===== config.mk =====
export PLATFORM = sky130hd
export DESIGN_NAME = segment_tree_range_cover_top
export DESIGN_NICKNAME = d
export VERILOG_FILES = /design/src/hdl/strc_pkg.sv /design/src/hdl/strc_ram.sv /design/src/hdl/strc_ctrl.sv /design/src/hdl/strc_dp.sv /design/src/hdl/segment_tree_range_cover_top.sv
export SDC_FILE = /design/constraint.sdc
export NUM_CORES = 1
export LEC_CHECK = 0
export BUFFER_PORTS_ARGS = -buffer_cell sky130_fd_sc_hd__buf_2
export CORE_MARGIN = 2
export CORE_UTILIZATION = 54
export DETAILED_ROUTE_END_ITERATION = 6
export PLACE_DENSITY = 0.74
export SLEW_MARGIN = 20
export SYNTH_ARGS = -nofsm -noshare
export SYNTH_HDL_FRONTEND = slang
export SYNTH_SLANG_ARGS = --single-unit

===== constraint.sdc =====
create_clock -name clk -period 5.33 [get_ports clk]
set_input_delay 1.066 -clock clk [delete_from_list [all_inputs] [get_ports clk]]
set_output_delay 1.066 -clock clk [all_outputs]
set_load 0.02 [all_outputs]

===== src/hdl/strc_pkg.sv =====
`default_nettype none
// ----------------------------------------------------------------------------
// strc_pkg
// shared constants and controller/datapath interface types for the
// segment tree range cover block
// ----------------------------------------------------------------------------
package strc_pkg;

    localparam int          ADDR_BITS_DEF = 16;
    localparam int          UNIV_W        = 17;
    localparam int          RANGE_W       = 16;
    localparam int          IN_TDATA_W    = 2 * RANGE_W;
    localparam int          MAX_RESULTS   = 32;
    localparam logic [16:0] UNIV_RESET    = 17'd65536;

    // commands from controller to datapath
    typedef struct packed {
        logic load;      // capture and order the bounds
        logic setup;     // clamp and form leaf indices
        logic step;      // one tree level of the upward walk
        logic pop_rd;    // read top of right-side stack
        logic pop_emit;  // hand popped node to the held-node slot
        logic finish;    // send held node marked as last
    } strc_cmd_t;

    // status from datapath to controller
    typedef struct packed {
        logic l_le_r;
        logic step_ok;
        logic emit_ok;
        logic out_free;
        logic stack_empty;
    } strc_sts_t;

endpackage
`default_nettype wire


===== src/hdl/strc_ram.sv =====
`default_nettype none
// ----------------------------------------------------------------------------
// strc_ram
// generic single write port, single read port ram with registered read
// ----------------------------------------------------------------------------
module strc_ram #(
    parameter int WIDTH = 17,
    parameter int DEPTH = 17
) (
    input  wire logic                     clk,
    input  wire logic                     we,
    input  wire logic [$clog2(DEPTH)-1:0] waddr,
    input  wire logic [WIDTH-1:0]         wdata,
    input  wire logic                     re,
    input  wire logic [$clog2(DEPTH)-1:0] raddr,
    output logic      [WIDTH-1:0]         rdata
);

    logic [WIDTH-1:0] mem [DEPTH];
    logic [WIDTH-1:0] rdata_reg;

    always_ff @(posedge clk)
    begin
        if (we)
        begin
            mem[waddr] <= wdata;
        end
        if (re)
        begin
            rdata_reg <= mem[raddr];
        end
    end

    assign rdata = rdata_reg;

endmodule
`default_nettype wire


===== src/hdl/strc_ctrl.sv =====
`default_nettype none
// ----------------------------------------------------------------------------
// strc_ctrl
// sequencer for one query: setup, upward walk, stack unwind, final node
// ----------------------------------------------------------------------------
module strc_ctrl (
    input  wire logic                clk,
    input  wire logic                rst_n,
    input  wire logic                in_valid,
    output logic                     in_ready,
    input  wire strc_pkg::strc_sts_t sts,
    output strc_pkg::strc_cmd_t      cmd
);

    import strc_pkg::*;

    typedef enum logic [5:0] {
        ST_IDLE     = 6'b000001,
        ST_SETUP    = 6'b000010,
        ST_CLIMB    = 6'b000100,
        ST_POP_RD   = 6'b001000,
        ST_POP_EMIT = 6'b010000,
        ST_FINISH   = 6'b100000
    } state_t;

    state_t state_reg;
    state_t state_next;

    assign in_ready = (state_reg == ST_IDLE);

    always_comb
    begin
        state_next = state_reg;
        cmd        = '0;
        unique case (state_reg)
            ST_IDLE:
            begin
                if (in_valid)
                begin
                    cmd.load   = 1'b1;
                    state_next = ST_SETUP;
                end
            end
            ST_SETUP:
            begin
                cmd.setup  = 1'b1;
                state_next = ST_CLIMB;
            end
            ST_CLIMB:
            begin
                if (!sts.l_le_r)
                begin
                    state_next = sts.stack_empty ? ST_FINISH : ST_POP_RD;
                end
                else if (sts.step_ok)
                begin
                    cmd.step = 1'b1;
                end
            end
            ST_POP_RD:
            begin
                cmd.pop_rd = 1'b1;
                state_next = ST_POP_EMIT;
            end
            ST_POP_EMIT:
            begin
                if (sts.emit_ok)
                begin
                    cmd.pop_emit = 1'b1;
                    state_next   = sts.stack_empty ? ST_FINISH : ST_POP_RD;
                end
            end
            ST_FINISH:
            begin
                if (sts.out_free)
                begin
                    cmd.finish = 1'b1;
                    state_next = ST_IDLE;
                end
            end
            default:
            begin
                state_next = ST_IDLE;
            end
        endcase
    end

    always_ff @(posedge clk or negedge rst_n)
    begin
        if (!rst_n)
        begin
            state_reg <= ST_IDLE;
        end
        else
        begin
            state_reg <= state_next;
        end
    end

endmodule
`default_nettype wire


===== src/hdl/strc_dp.sv =====
`default_nettype none
// ----------------------------------------------------------------------------
// strc_dp
// datapath: universe register, bound ordering and clamping, leaf walk,
// right-side stack, held node and output register
// ----------------------------------------------------------------------------
module strc_dp #(
    parameter int ADDR_BITS = strc_pkg::ADDR_BITS_DEF
) (
    input  wire logic                           clk,
    input  wire logic                           rst_n,
    input  wire logic                           cfg_we,
    input  wire logic [strc_pkg::UNIV_W-1:0]    cfg_value,
    input  wire logic [strc_pkg::RANGE_W-1:0]   range_low,
    input  wire logic [strc_pkg::RANGE_W-1:0]   range_high,
    input  wire strc_pkg::strc_cmd_t            cmd,
    output strc_pkg::strc_sts_t                 sts,
    output logic                                out_valid,
    input  wire logic                           out_ready,
    output logic [ADDR_BITS:0]                  out_node,
    output logic                                out_last
);

    import strc_pkg::*;

    localparam int NW    = ADDR_BITS + 1;
    localparam int LW    = ADDR_BITS + 2;
    localparam int UW    = (NW > UNIV_W) ? NW : UNIV_W;
    localparam int CW    = (ADDR_BITS > RANGE_W) ? ADDR_BITS : RANGE_W;
    localparam int DEPTH = ADDR_BITS + 1;
    localparam int AW    = $clog2(DEPTH);
    localparam int SCW   = $clog2(DEPTH + 1);
    localparam int ECW   = $clog2(MAX_RESULTS + 1);

    // {leaf base, universe minus one} for a raw universe value
    function automatic logic [NW+ADDR_BITS-1:0] geom(input logic [UNIV_W-1:0] u);
        logic [UW-1:0]        ue;
        logic [UW-1:0]        cap;
        logic [ADDR_BITS-1:0] m;
        logic [ADDR_BITS-1:0] s;
        ue  = UW'(u);
        cap = UW'(1) << ADDR_BITS;
        if (ue == '0)
        begin
            ue = UW'(1);
        end
        if (ue > cap)
        begin
            ue = cap;
        end
        m = ADDR_BITS'(ue - UW'(1));
        s = m;
        for (int k = 1; k < ADDR_BITS; k = k * 2)
        begin
            s = s | (s >> k);
        end
        return {NW'(s) + NW'(1), m};
    endfunction

    localparam logic [NW+ADDR_BITS-1:0] GEOM_RESET = geom(UNIV_RESET);

    logic [NW-1:0]        base_reg;
    logic [ADDR_BITS-1:0] lim_reg;
    logic [RANGE_W-1:0]   lo_reg;
    logic [RANGE_W-1:0]   hi_reg;
    logic [LW-1:0]        l_reg;
    logic [LW-1:0]        r_reg;
    logic [SCW-1:0]       sc_reg;
    logic [ECW-1:0]       ec_reg;
    logic                 pend_valid_reg;
    logic [NW-1:0]        pend_node_reg;
    logic                 out_valid_reg;
    logic [NW-1:0]        out_node_reg;
    logic                 out_last_reg;

    logic [CW-1:0] lo_w;
    logic [CW-1:0] hi_w;
    logic [CW-1:0] lim_w;
    logic [CW-1:0] lo_cl;
    logic [CW-1:0] hi_cl;
    logic          l_odd;
    logic          r_even;
    logic [LW-1:0] l_inc;
    logic [LW-1:0] r_dec;
    logic          out_free;
    logic          emit_ok;
    logic          emit_fire;
    logic          emit_take;
    logic [NW-1:0] emit_node;
    logic          push;
    logic [NW-1:0] stack_rdata;
    logic [AW-1:0] pop_addr;

    // geometry follows every configuration write
    always_ff @(posedge clk or negedge rst_n)
    begin
        if (!rst_n)
        begin
            {base_reg, lim_reg} <= GEOM_RESET;
        end
        else if (cfg_we)
        begin
            {base_reg, lim_reg} <= geom(cfg_value);
        end
    end

    assign lo_w  = CW'(lo_reg);
    assign hi_w  = CW'(hi_reg);
    assign lim_w = CW'(lim_reg);
    assign lo_cl = (lo_w > lim_w) ? lim_w : lo_w;
    assign hi_cl = (hi_w > lim_w) ? lim_w : hi_w;

    assign l_odd  = l_reg[0];
    assign r_even = !r_reg[0];
    assign l_inc  = l_odd  ? l_reg + LW'(1) : l_reg;
    assign r_dec  = r_even ? r_reg - LW'(1) : r_reg;

    assign out_free  = !out_valid_reg || out_ready;
    assign emit_ok   = !pend_valid_reg || out_free;
    assign emit_fire = (cmd.step && l_odd) || cmd.pop_emit;
    assign emit_take = emit_fire && (ec_reg < ECW'(MAX_RESULTS));
    assign emit_node = cmd.pop_emit ? stack_rdata : l_reg[NW-1:0];
    assign push      = cmd.step && r_even && (sc_reg < SCW'(DEPTH));
    assign pop_addr  = AW'(sc_reg - SCW'(1));

    assign sts.l_le_r      = (l_reg <= r_reg);
    assign sts.step_ok     = !l_odd || emit_ok;
    assign sts.emit_ok     = emit_ok;
    assign sts.out_free    = out_free;
    assign sts.stack_empty = (sc_reg == '0);

    // query payload
    always_ff @(posedge clk)
    begin
        if (cmd.load)
        begin
            lo_reg <= (range_low > range_high) ? range_high : range_low;
            hi_reg <= (range_low > range_high) ? range_low : range_high;
        end
        if (cmd.setup)
        begin
            l_reg <= LW'(base_reg) + LW'(lo_cl);
            r_reg <= LW'(base_reg) + LW'(hi_cl);
        end
        else if (cmd.step)
        begin
            l_reg <= l_inc >> 1;
            r_reg <= r_dec >> 1;
        end
        if (emit_take)
        begin
            pend_node_reg <= emit_node;
        end
        if ((emit_take && pend_valid_reg) || cmd.finish)
        begin
            out_node_reg <= pend_node_reg;
            out_last_reg <= cmd.finish;
        end
    end

    // counters and handshake state
    always_ff @(posedge clk or negedge rst_n)
    begin
        if (!rst_n)
        begin
            sc_reg         <= '0;
            ec_reg         <= '0;
            pend_valid_reg <= 1'b0;
            out_valid_reg  <= 1'b0;
        end
        else
        begin
            if (cmd.load)
            begin
                sc_reg <= '0;
                ec_reg <= '0;
            end
            else
            begin
                if (push)
                begin
                    sc_reg <= sc_reg + SCW'(1);
                end
                else if (cmd.pop_rd)
                begin
                    sc_reg <= sc_reg - SCW'(1);
                end
                if (emit_take)
                begin
                    ec_reg <= ec_reg + ECW'(1);
                end
            end

            if (cmd.finish)
            begin
                pend_valid_reg <= 1'b0;
            end
            else if (emit_take)
            begin
                pend_valid_reg <= 1'b1;
            end

            if ((emit_take && pend_valid_reg) || cmd.finish)
            begin
                out_valid_reg <= 1'b1;
            end
            else if (out_ready)
            begin
                out_valid_reg <= 1'b0;
            end
        end
    end

    strc_ram #(
        .WIDTH (NW),
        .DEPTH (DEPTH)
    ) u_stack (
        .clk   (clk),
        .we    (push),
        .waddr (sc_reg[AW-1:0]),
        .wdata (r_reg[NW-1:0]),
        .re    (cmd.pop_rd),
        .raddr (pop_addr),
        .rdata (stack_rdata)
    );

    assign out_valid = out_valid_reg;
    assign out_node  = out_node_reg;
    assign out_last  = out_last_reg;

endmodule
`default_nettype wire


===== src/hdl/segment_tree_range_cover_top.sv =====
`default_nettype none
// ----------------------------------------------------------------------------
// segment_tree_range_cover_top
// splits a closed range of leaf values into the canonical heap-numbered
// nodes of a complete binary tree, streamed out from left to right
// ----------------------------------------------------------------------------
// usage
//   cfg channel: universe size, written while the block is idle; cfg_ready is
//     always high. zero counts as one, values above 2**ADDR_BITS saturate
//   slave stream: one item per query, both bounds in tdata, in either order;
//     s_axis_tready is high only while no query is in progress
//   master stream: one item per cover node, tlast on the final node
//   sequence per query: the bounds are taken and ordered, then clamped into
//     leaf indices; the walk takes one tree level per step (at most ADDR_BITS+1)
//     and then leaves the walk; each node held on the right-side stack (at
//     most ADDR_BITS) takes a stack ram read, which is registered, and a hand-over;
//     finally the last node is released, and only then is a new query taken
//   stall: the walk and the stack unwind pause on a node to be emitted while
//     the held node and the output register are both full; nothing is dropped
//   reset: universe returns to 65536 (saturated), the stream stages empty
// ----------------------------------------------------------------------------
module segment_tree_range_cover_top #(
    parameter int ADDR_BITS = strc_pkg::ADDR_BITS_DEF,
    parameter int OUT_W     = ((ADDR_BITS + 1 + 7) / 8) * 8
) (
    input  wire logic                             clk,
    input  wire logic                             rst_n,
    // configuration write: universe_size
    input  wire logic                             cfg_valid,
    output logic                                  cfg_ready,
    input  wire logic [strc_pkg::UNIV_W-1:0]      cfg_data,
    // query input
    input  wire logic                             s_axis_tvalid,
    output logic                                  s_axis_tready,
    input  wire logic [strc_pkg::IN_TDATA_W-1:0]  s_axis_tdata,  // range_low, range_high
    // cover output
    output logic                                  m_axis_tvalid,
    input  wire logic                             m_axis_tready,
    output logic [OUT_W-1:0]                      m_axis_tdata,  // node_index, zero pad
    output logic                                  m_axis_tlast   // last_node
);

    import strc_pkg::*;

    strc_cmd_t          cmd;
    strc_sts_t          sts;
    logic [ADDR_BITS:0] node_index;

    // config is taken at any time, the contract keeps it to idle periods
    assign cfg_ready = 1'b1;

    strc_ctrl u_ctrl (
        .clk      (clk),
        .rst_n    (rst_n),
        .in_valid (s_axis_tvalid),
        .in_ready (s_axis_tready),
        .sts      (sts),
        .cmd      (cmd)
    );

    strc_dp #(
        .ADDR_BITS (ADDR_BITS)
    ) u_dp (
        .clk        (clk),
        .rst_n      (rst_n),
        .cfg_we     (cfg_valid),
        .cfg_value  (cfg_data),
        .range_low  (s_axis_tdata[RANGE_W-1:0]),
        .range_high (s_axis_tdata[IN_TDATA_W-1:RANGE_W]),
        .cmd        (cmd),
        .sts        (sts),
        .out_valid  (m_axis_tvalid),
        .out_ready  (m_axis_tready),
        .out_node   (node_index),
        .out_last   (m_axis_tlast)
    );

    // node index in the low bits, pad bits read as zero
    assign m_axis_tdata = OUT_W'(node_index);

endmodule
`default_nettype wire


Yosys cells after proc, flatten, opt, wreduce, memory -nomap -nowiden

Memories as Yosys holds them, arrays and structs flattened. A register that Yosys moved wholly into a read port is not among the register bits.
Cells that the tools add are included.

Memories kept: 1
Input port bits: 54
Logic and storage cells: 110
RAM bits: 289
Register bits: 155

Reductions and logical operators: 22
Add/subtract/negate cells: 9
Equality and inequality tests: 10
Mux-type cells: 43
Bitwise logic cells: 4
Magnitude comparators: 7

Memories:

| name             | depth | width | rd ports | clocked after Yosys merged registers in | wr ports | line           | text |
|---|---|---|---|---|---|---|---|
| u_dp.u_stack.mem | 17    | 17    | 1        | 1                                       | 1        | strc_ram.sv:19 | `logic [WIDTH-1:0] mem [DEPTH];` |

Operators with widths:

| kind                  | number |
|---|---|
| $mux 18               | 6 |
| $mux 16               | 6 |
| $mux 17               | 3 |
| $gt 16x16->1          | 3 |
| $mux 6                | 7 |
| $add 17x16->18        | 2 |
| $pmux 6 s6            | 1 |
| $add 18x1->18 const B | 1 |
| $le 18x18->1          | 1 |
| $sub 18x1->18 const B | 1 |
| $add 16x1->17 const B | 1 |
| $gt 17x17->1 const B  | 1 |
| $logic_not 17->1      | 1 |
| $mux 1                | 17 |
| $or 16x12->16         | 1 |
| $or 16x14->16         | 1 |
| $or 16x15->16         | 1 |
| $or 16x8->16          | 1 |
| $sub 16x1->16 const B | 1 |
| $mux 5                | 3 |
| $reduce_bool 2->1     | 4 |
| $add 6x1->6 const B   | 1 |
| $eq 6x1->1 const B    | 1 |
| $eq 6x2->1 const B    | 1 |
| other kinds (16)      | 29 |

Depth between registers and ports, before layout

Gate-level depths: netlist of the first run.

Word-level depth: 13
Depth in mapped cells: 22

Hierarchy

A second synthesis of the first run with hierarchy kept.

Cell total of the unflattened synthesis: 1628
Area total of the unflattened synthesis: 22954.5 µm²

Modules (own cells, without submodules):

| module                       | seq. area each (µm²) | area an instance (µm²) | times used | cells each |
|---|---|---|---|---|
| strc_ram                     | 9188.8               | 11737.5                | 1          | 502 |
| strc_dp                      | 4265.3               | 10784.1                | 1          | 1076 |
| strc_ctrl                    | 151.4                | 365.4                  | 1          | 40 |
| segment_tree_range_cover_top | 0.0                  | 67.6                   | 1          | 10 |

Least setup slack after synthesis of the first run

OpenSTA, ideal clock, no wires.

Kind: register to register
From: register u_dp.lim_reg[2]
To: register u_dp.r_reg[16], data pin
Required time: 5059 ps
Setup time: 271 ps
Arrival: 4944 ps
Setup slack: 115 ps
Cell stages (with the launch flop): 23
Cell sequence: dfstp_2 inv_1 ha_1 nand4_1 nor2_1 nor2_1 a21boi_0 o211ai_1 a21oi_1 nor4bb_1 a211oi_1 clkbuf_1 mux2_2 fa_1 a211oi_1 o21a_1 o311ai_0 a21o_1 a21o_1 a31oi_1 o21ai_0 o31ai_1 a211oi_1

Longest elaborated chain between the ends: 4

RTL lines:

| element                | line           | text |
|---|---|---|
| start, declared        | strc_dp.sv:63  | `logic [ADDR_BITS-1:0] lim_reg;` |
| start signal, assigned | strc_dp.sv:103 | `{base_reg, lim_reg} <= geom(cfg_value);` |
| $gt 16x16->1           | strc_dp.sv:111 | `assign hi_cl = (hi_w > lim_w) ? lim_w : hi_w;` |
| $mux 16 *              | strc_dp.sv:111 |  |
| $add 17x16->18 *       | strc_dp.sv:143 | `r_reg <= LW'(base_reg) + LW'(hi_cl);` |
| $mux 18 *              | strc_dp.sv:140 | `if (cmd.setup)` |
| end signal, assigned   | strc_dp.sv:143 |  |
| end signal, assigned   | strc_dp.sv:148 | `r_reg <= r_dec >> 1;` |
| end, declared          | strc_dp.sv:67  | `logic [LW-1:0] r_reg;` |

Every way passes the cells marked *; elsewhere a longest branch is shown, timed or not.
A chain may end at the register's enable or synchronous reset.

Final worst setup path of the first run

From: register u_dp.lim_reg[3]
To: register u_dp.r_reg[16], data pin

The elaborated chain is that of the path after synthesis.

==> impl_metrics.csv, run 1 <==
group,metric,value,unit
cts,numCtsBuffers,48,
synth,synth_area_leaders,"edfxtp_1, mux4_2, ha_1",
synth,syn_area,22800,um2
global_route,grt_max_degree,57,
routing,drt-total-wl,53600,um
cells_and_area,largest_reg_flops,289,
job,cap_violations,0,
worst_setup_path,setup.worst_path.start_class,"flop",
synth,synth_top_area_frac,0.539,
sta,finalWorstSetupSlack,0.318,ns
sta,rsz0062_at_grt,"no",
routing,met3_length,3720,um
sta,slew_headroom,0.333,
cts,root_buffer,"clkbuf_16",
worst_hold_path,hp-class,"flop to flop",
place,dpl.cell_count,2238,
synth,synth_warnings,0,
die,start_util,0.546,
power,peakVddDrop,357,uV
sta,finalClockSkew,0.0187,ns
routing,drtIter0Drc,1356,
die,pin_count,82,
cells_and_area,fillers,3031,
worst_hold_path,min_from,"u_dp.pend_node_reg[13]$_DFFE_PP_",
synth,synthTopCellsByCount,"edfxtp_1, nand2_1, ha_1, mux2_2, nor2_1",
synth,yosysTopAreaCell,"edfxtp_1",
routing,drtAntennaViolNets,0,
place,place_congestion,0.880,
synth,synth_area_per_cell,13.9,um2
global_route,grt_pass1_vias,13800,
power,p_clk_frac,0.291,
sta,fmax,200,MHz
worst_setup_path,cp-startpoint,"u_dp.lim_reg[3]$_DFFE_PN1P_",
power,seq_power_share,0.410,
global_route,antenna_found_initial,1,
routing,dr_wl_met2,25200,um
die,die_h,209,um
power,leakage,9.50,nW
sta,final-max-slew-violation-count,0,
sta,setup_viol_count_final,0,
worst_setup_path,end_kind,"flop",
synth,synth_cells,1645,
synth,yosysUniqueCellTypes,78,
worst_setup_path,cp_max_fo,4,
synth,synthFlopType,"edfxtp_1",
sta,hold_viol,0,
power,comb_power_share,0.299,
worst_setup_path,crit_path_cell_trace,"inv_1 -> ha_1 -> nand4_1 -> nor2_1 -> nor2_1 -> a21boi_0 -> o211ai_1 -> a21oi_1 -> nor4bb_1 -> a211oi_2 -> mux2_2 -> ha_1 -> fa_1 -> a211oi_2 -> o21a_1 -> o311ai_0 -> a21o_1 -> a21o_1 -> a31oi_2 -> o21ai_0 -> o31ai_1 -> a211oi_1",
cells_and_area,drive_above_1_share,0.236,
cts,cts_resized,0,
power,power,12.5,mW
cts,clockBufferDepth,3,
routing,drc,0,
power,power_density,484,nW/um2
cells_and_area,final_cells,2329,
place,pre_cts_ws,0.202,ns
sta,post-route-period-util,0.940,
sta,worstMarginPinSlew,1.00,ns
routing,wl_per_cell,23.0,um
worst_setup_path,crit_type,"flop to flop",
power,switching_power,4.16,mW
cts,cts_max_level,2,
routing,vias,14200,
die,rows,75,
synth,synth_edf_count,409,
routing,viasPerCell,6.10,
place,io_buffers,73,
sta,period_needed,5.01,ns
routing,first_pass_iters,5,
synth,yosysSeqAreaShare,0.597,
routing,met1_length,23100,um
cts,clkTransAtPathRegs,0.06,ns
power,switching_share,0.333,
worst_setup_path,slowest_delay,0.54,ns
run_status,outcome,"complete, no violations",
cells_and_area,area_growth_syn_to_layout,13.1,%
cts,tritoncts,"yes",
global_route,grt_overflow_total,0,
place,hpwl,36100,um
cts,hold_buffers,0,
sta,setup_tns,0,ns
die,core,41800,um2
worst_setup_path,crit_slowest_cell,"dfstp_2",
synth,ys_ff_latch,461,
cts,post-cts-setup-buffers,0,
routing,topRoutingLayerUsed,"met4",
die,dieArea,43900,um2
synth,async_reset_ff_frac,0.113,
cts,numClockSinks,461,
global_route,track_usage,0.245,
worst_setup_path,arrival,5.34,ns
power,internal-power,8.32,mW
die,die_x,209,um
global_route,grt_pass1_wl,81500,um
worst_setup_path,regToRegStartpoint,"u_dp.lim_reg[3]$_DFFE_PN1P_",
worst_setup_path,crit_required,5.66,ns
synth,yosysMostFrequentCell,"edfxtp_1",
cells_and_area,finalNetCount,1915,
cts,clock_latency,0.60,ns
worst max-delay path: cells and delay by family, from the launching register on:
family	cells	cell delay (ns)
AOI/OAI and AO/OA	13	2.41
adders and majority gates	3	0.95
buffers and inverters	1	0.07
DFF	1	0.54
muxes	1	0.39
and+or+nand+nor	4	0.38
path summary, 6_finish.rpt:
| check | to | slack, ns | cells after the start |
|---|---|---|---|
| setup / recovery | u_dp.r_reg[16]$_DFFE_PP_ | 0.32 | 22 |
| hold / removal | u_dp.out_node[13]$_DFFE_PP_ | 0.41 | 0 |
| setup reg to reg | u_dp.r_reg[16]$_DFFE_PP_ | 0.32 | 22 |
| hold reg to reg | u_dp.out_node[13]$_DFFE_PP_ | 0.41 | 0 |
| max in group asynchronous | u_dp.sc_reg[0]$_DFFE_PN0P_ | 4.06 | 2 |
| min in group asynchronous | u_dp.base_reg[5]$_DFFE_PN0P_ | 0.63 | 2 |
power groups by stage:
stage	registers, mW	clock network (mW)	logic [mW]
3_5_place_dp	5.18	0	3.65
4_1_cts	5.11	3.69	3.69
3_3_place_gp	5.15	0	3.58
5_1_grt	5.16	3.82	4.04
6_report	5.12	3.64	3.73
2_1_floorplan	4.92	0	2.60
cell usage in the layout (no fill, tap or decap), types with 7 or more instances in the layout:
master       n
a211oi_1    15
a21o_1      24
a21oi_1     78
a31oi_1      7
and2_1       8
and3_1       9
buf_2       73
buf_4       39
bufinv_16   10
clkbuf_16   48
clkinv_2    11
conb_1       8
dfrtp_1     33
dfstp_2     18
edfxtp_1   409
ha_1       109
inv_1       82
mux2_2     102
mux2i_1     21
mux4_2      68
nand2_1    118
nand2b_1     8
nand3_1     25
nand4_1     24
nor2_1      89
nor2b_1     13
nor3_1      36
nor4_1      11
o21a_1       9
o21ai_0     88
or3_1       10
xnor2_1     40
xor2_1      19
routing by layer:
layer / vias to the layer above / GRT usage
met5: - / 0
met4: 0 / 0.0892
met3: 89 / 0.0422
met2: 565 / 0.387
met1: 7040 / 0.347
li1: 6503 / -
kinds of logic (layout without fill, tap and decap cells):
family	count (synthesis)	after routing	share of synthesized area
DFF	461	461	0.597
and+or+nand+nor	390	390	0.0866
AOI/OAI and AO/OA	279	279	0.0766
muxes	191	191	0.127
buffers and inverters	148	286	0.0267
adders and majority gates	112	112	0.0621
xor gates and xnor gates	62	62	0.0238
other	2	9	0.000330
per-stage QoR:
stage / area (um2) / hold WS (ns) / util
after floorplan: 22800 / 0.400 / -
after global placement: 24000 / 0.406 / 0.574
after detailed placement: 24000 / 0.407 / 0.574
after CTS: 25700 / 0.418 / 0.616
after global routing: 25800 / 0.437 / 0.617
final: 25800 / 0.412 / 0.617
final cells by class:
class / count / area, um2 / share of cell area
timing repair buffer: 114 / 698 / 0.0271
clock buffer: 52 / 1230 / 0.0476
tap: 539 / 674 / 0.0262
antenna: 1 / 2.50 / 0.0000971
multi-input combinational: 1042 / 8730 / 0.339
clock inverter: 38 / 517 / 0.0201
inverter: 82 / 308 / 0.0119
sequential: 461 / 13600 / 0.528
Note: power is estimated with default switching activity, not from simulation.
==> inputs of run 2 (changes only) <==
--- a/config.mk
+++ b/config.mk
@@ -13,4 +13,5 @@
 export SLEW_MARGIN = 20
 export SYNTH_ARGS = -nofsm -noshare
 export SYNTH_HDL_FRONTEND = slang
+export SYNTH_HIERARCHICAL = 1
 export SYNTH_SLANG_ARGS = --single-unit
==> run 2 against run 1 <==
Against the previous run:
- die area up 0.70%
- clock power down 9.9%
- synthesized cell count down 1.0%
- area after synthesis up 0.71%
- register-to-register slack worse by 0.06 ns
- core utilization down 0.22 points
- global-route usage down 0.63 points
- sequential cell count unchanged
- critical endpoint is now u_dp/l_reg[15]$_DFFE_PP_
==> impl_metrics.csv, run 2 <==
group,metric,value,unit
run_status,outcome,"complete, no violations",
cells_and_area,fillers,3093,
cells_and_area,area_growth_syn_to_layout,12.4,%
cells_and_area,largest_reg_flops,289,
worst_setup_path,r2r_cells,23,
power,switching_share,0.329,
worst_setup_path,crit_path_end,"u_dp/l_reg[15]$_DFFE_PP_",
cts,numClockSinks,461,
die,die_x,210,um
worst_setup_path,regToRegStartpoint,"u_dp/lim_reg[1]$_DFFE_PN1P_",
cts,root_buffer,"clkbuf_16",
cts,tritoncts,"yes",
worst_setup_path,setup.worst_path.start_class,"flop",
synth,yosysSeqAreaShare,0.593,
cells_and_area,layout_commonest_cell,"edfxtp_1",
die,pin_count,82,
sta,final-max-slew-violation-count,0,
sta,timing.hold.ws,0.418,ns
die,rows,75,
sta,finalWorstSetupSlack,0.259,ns
power,seq_power_share,0.396,
worst_setup_path,crit_required,5.64,ns
global_route,antenna_found_initial,1,
cts,cts_max_level,2,
routing,drt-total-wl,52500,um
worst_setup_path,end_kind,"flop",
worst_setup_path,r2r_end,"u_dp/l_reg[15]$_DFFE_PP_",
global_route,grt_overflow_total,0,
synth,synth_top_area_frac,0.535,
cts,clockBufferDepth,3,
routing,drtIter0Drc,1416,
power,internal-power,8.00,mW
die,core,41900,um2
job,cap_violations,0,
cts,clkTransAtPathRegs,0.06,ns
synth,synthTopCellsByCount,"edfxtp_1, nor2_1, ha_1, mux2_2, inv_1",
place,hpwl,36000,um
power,power_density,463,nW/um2
sta,slew_headroom,0.279,
synth,ys_ff_latch,461,
synth,synth_area_leaders,"edfxtp_1, mux4_2, ha_1",
routing,vias,14100,
cts,hold_buffers,0,
global_route,grt_pass1_vias,13900,
synth,yosysMostFrequentCell,"edfxtp_1",
routing,drc,0,
worst_setup_path,r2r_slack,0.26,ns
sta,setup_tns,0,ns
cts,clock_latency,0.60,ns
power,comb_power_share,0.329,
synth,synth_edf_count,409,
die,start_util,0.547,
synth,synth_warnings,6,
routing,wl_per_cell,22.6,um
die,dieArea,44200,um2
cells_and_area,finalNetCount,1910,
synth,async_reset_ff_frac,0.113,
sta,period_needed,5.07,ns
global_route,grt_pass1_wl,79800,um
power,power,11.9,mW
cells_and_area,antenna_cells,0,
global_route,track_usage,0.239,
sta,fmax,197,MHz
worst_setup_path,cp_max_fo,7,
cells_and_area,final_cell_mix,"edfxtp_1, nor2_1, ha_1",
global_route,grt_max_degree,65,
worst_hold_path,hp-class,"flop to flop",
power,peakVddDrop,293,uV
worst_setup_path,arrival,5.38,ns
synth,synthFlopType,"edfxtp_1",
sta,post-route-period-util,0.951,
cts,numCtsBuffers,47,
power,switching_power,3.93,mW
cells_and_area,regArea,13600,um2
sta,hold_viol,0,
sta,worstMarginPinSlew,1.08,ns
sta,finalClockSkew,0.0197,ns
die,die_h,210,um
power,p_clk_frac,0.275,
place,io_buffers,73,
cells_and_area,drive_above_1_share,0.243,
synth,synth_cells,1628,
synth,yosysTopAreaCell,"edfxtp_1",
cells_and_area,multi_input_area,8680,um2
synth,yosysUniqueCellTypes,77,
synth,syn_area,23000,um2
worst_setup_path,cp-startpoint,"u_dp/lim_reg[1]$_DFFE_PN1P_",
synth,synth_area_per_cell,14.1,um2
sta,rsz0062_at_grt,"no",
place,place_congestion,0.895,
power,leakage,9.54,nW
routing,first_pass_iters,6,
sta,setup_viol_count_final,0,
place,pre_cts_ws,0.167,ns
worst_setup_path,crit_type,"flop to flop",
routing,drtAntennaViolNets,0,
routing,viasPerCell,6.09,
run 2: cell count changes after synthesis, moves of 16 or more:
cell and change:
nand2_1 -47, o21ai_0 -36, nor2_1 +26, o22ai_1 +20, a221oi_2 +17, clkbuf_1 -16
run 2: timing repair:
item / in CTS / in global routing
setup endpoints to repair: 0 / 5
gates resized for setup: 0 / 5
setup buffers: 0 / 6
run 2: logic make-up after synthesis:
kind of cell / after synthesis / share of synthesized area
simple gates: 389 / 0.0870
flops: 461 / 0.593
compound gates: 261 / 0.0771
mux: 180 / 0.120
other cells: 2 / 0.000327
xor+xnor: 73 / 0.0279
fa+ha+maj: 110 / 0.0606
buf+inv: 152 / 0.0340
run 2: how the worst min path moves through the flow:
stage / startpoint / to / slack [ns] / cells after the start
6_report: u_dp/pend_node_reg[15]$_DFFE_PP_ / u_dp/out_node[15]$_DFFE_PP_ / 0.42 / 0
2_1_floorplan: u_dp/pend_node_reg[0]$_DFFE_PP_ / u_dp/out_node[0]$_DFFE_PP_ / 0.40 / 0
4_1_cts: u_dp/pend_node_reg[4]$_DFFE_PP_ / u_dp/out_node[4]$_DFFE_PP_ / 0.42 / 0
3_3_place_gp: u_dp/pend_node_reg[7]$_DFFE_PP_ / u_dp/out_node[7]$_DFFE_PP_ / 0.40 / 0
3_5_place_dp: u_dp/pend_node_reg[4]$_DFFE_PP_ / u_dp/out_node[4]$_DFFE_PP_ / 0.40 / 0
5_1_grt: u_dp/pend_node_reg[15]$_DFFE_PP_ / u_dp/out_node[15]$_DFFE_PP_ / 0.42 / 0
run 2: metal layers:
layer	vias to the layer above	GRT usage	part of all wire
met5	-	0	0
met4	0	0.0631	0.022
met3	67	0.0495	0.078
met2	514	0.381	0.47
met1	7055	0.338	0.43
li1	6507	-	-
run 2: cell type report:
| type | instances | area share |
|---|---|---|
| tap | 539 | 0.0261 |
| timing repair buffer | 134 | 0.0384 |
| clock inverter | 30 | 0.0124 |
| multi-input combinational | 1021 | 0.336 |
| inverter | 81 | 0.0118 |
| clock buffer | 56 | 0.0473 |
| sequential | 461 | 0.528 |
run 2: metrics by stage:
stage / util / area (um2) / instances
after floorplan: - / 23000 / 1634
after global placement: 0.577 / 24200 / 2230
after detailed placement: 0.577 / 24200 / 2230
after CTS: 0.613 / 25700 / 2316
after global routing: 0.615 / 25800 / 2322
final: 0.615 / 25800 / 2322
run 2: critical path, cell delays in order (launching register included):
cell      delay (ns)
dfstp_2         0.56
inv_1           0.07
ha_1            0.30
nor2b_1         0.13
o21a_1          0.16
o21a_1          0.17
o21ai_1         0.16
nand2b_1        0.08
a21oi_1         0.14
o21ai_0         0.12
o31ai_2         0.36
buf_6           0.18
buf_4           0.16
mux2_2          0.35
ha_1            0.35
and2_1          0.20
a31o_2          0.21
a31oi_1         0.21
a21oi_1         0.17
nand4_1         0.13
nand4b_1        0.12
a21o_1          0.22
xnor2_1         0.15
mux2i_1         0.09
run 2: power groups by stage:
stage | clock [mW] | combinational, mW | sequential (mW)
final | 3.28 | 3.93 | 4.72
after global routing | 3.48 | 4.24 | 4.75
after CTS | 3.35 | 3.89 | 4.72
after detailed placement | 0 | 3.85 | 4.79
after global placement | 0 | 3.76 | 4.78
after floorplan | 0 | 2.89 | 4.76
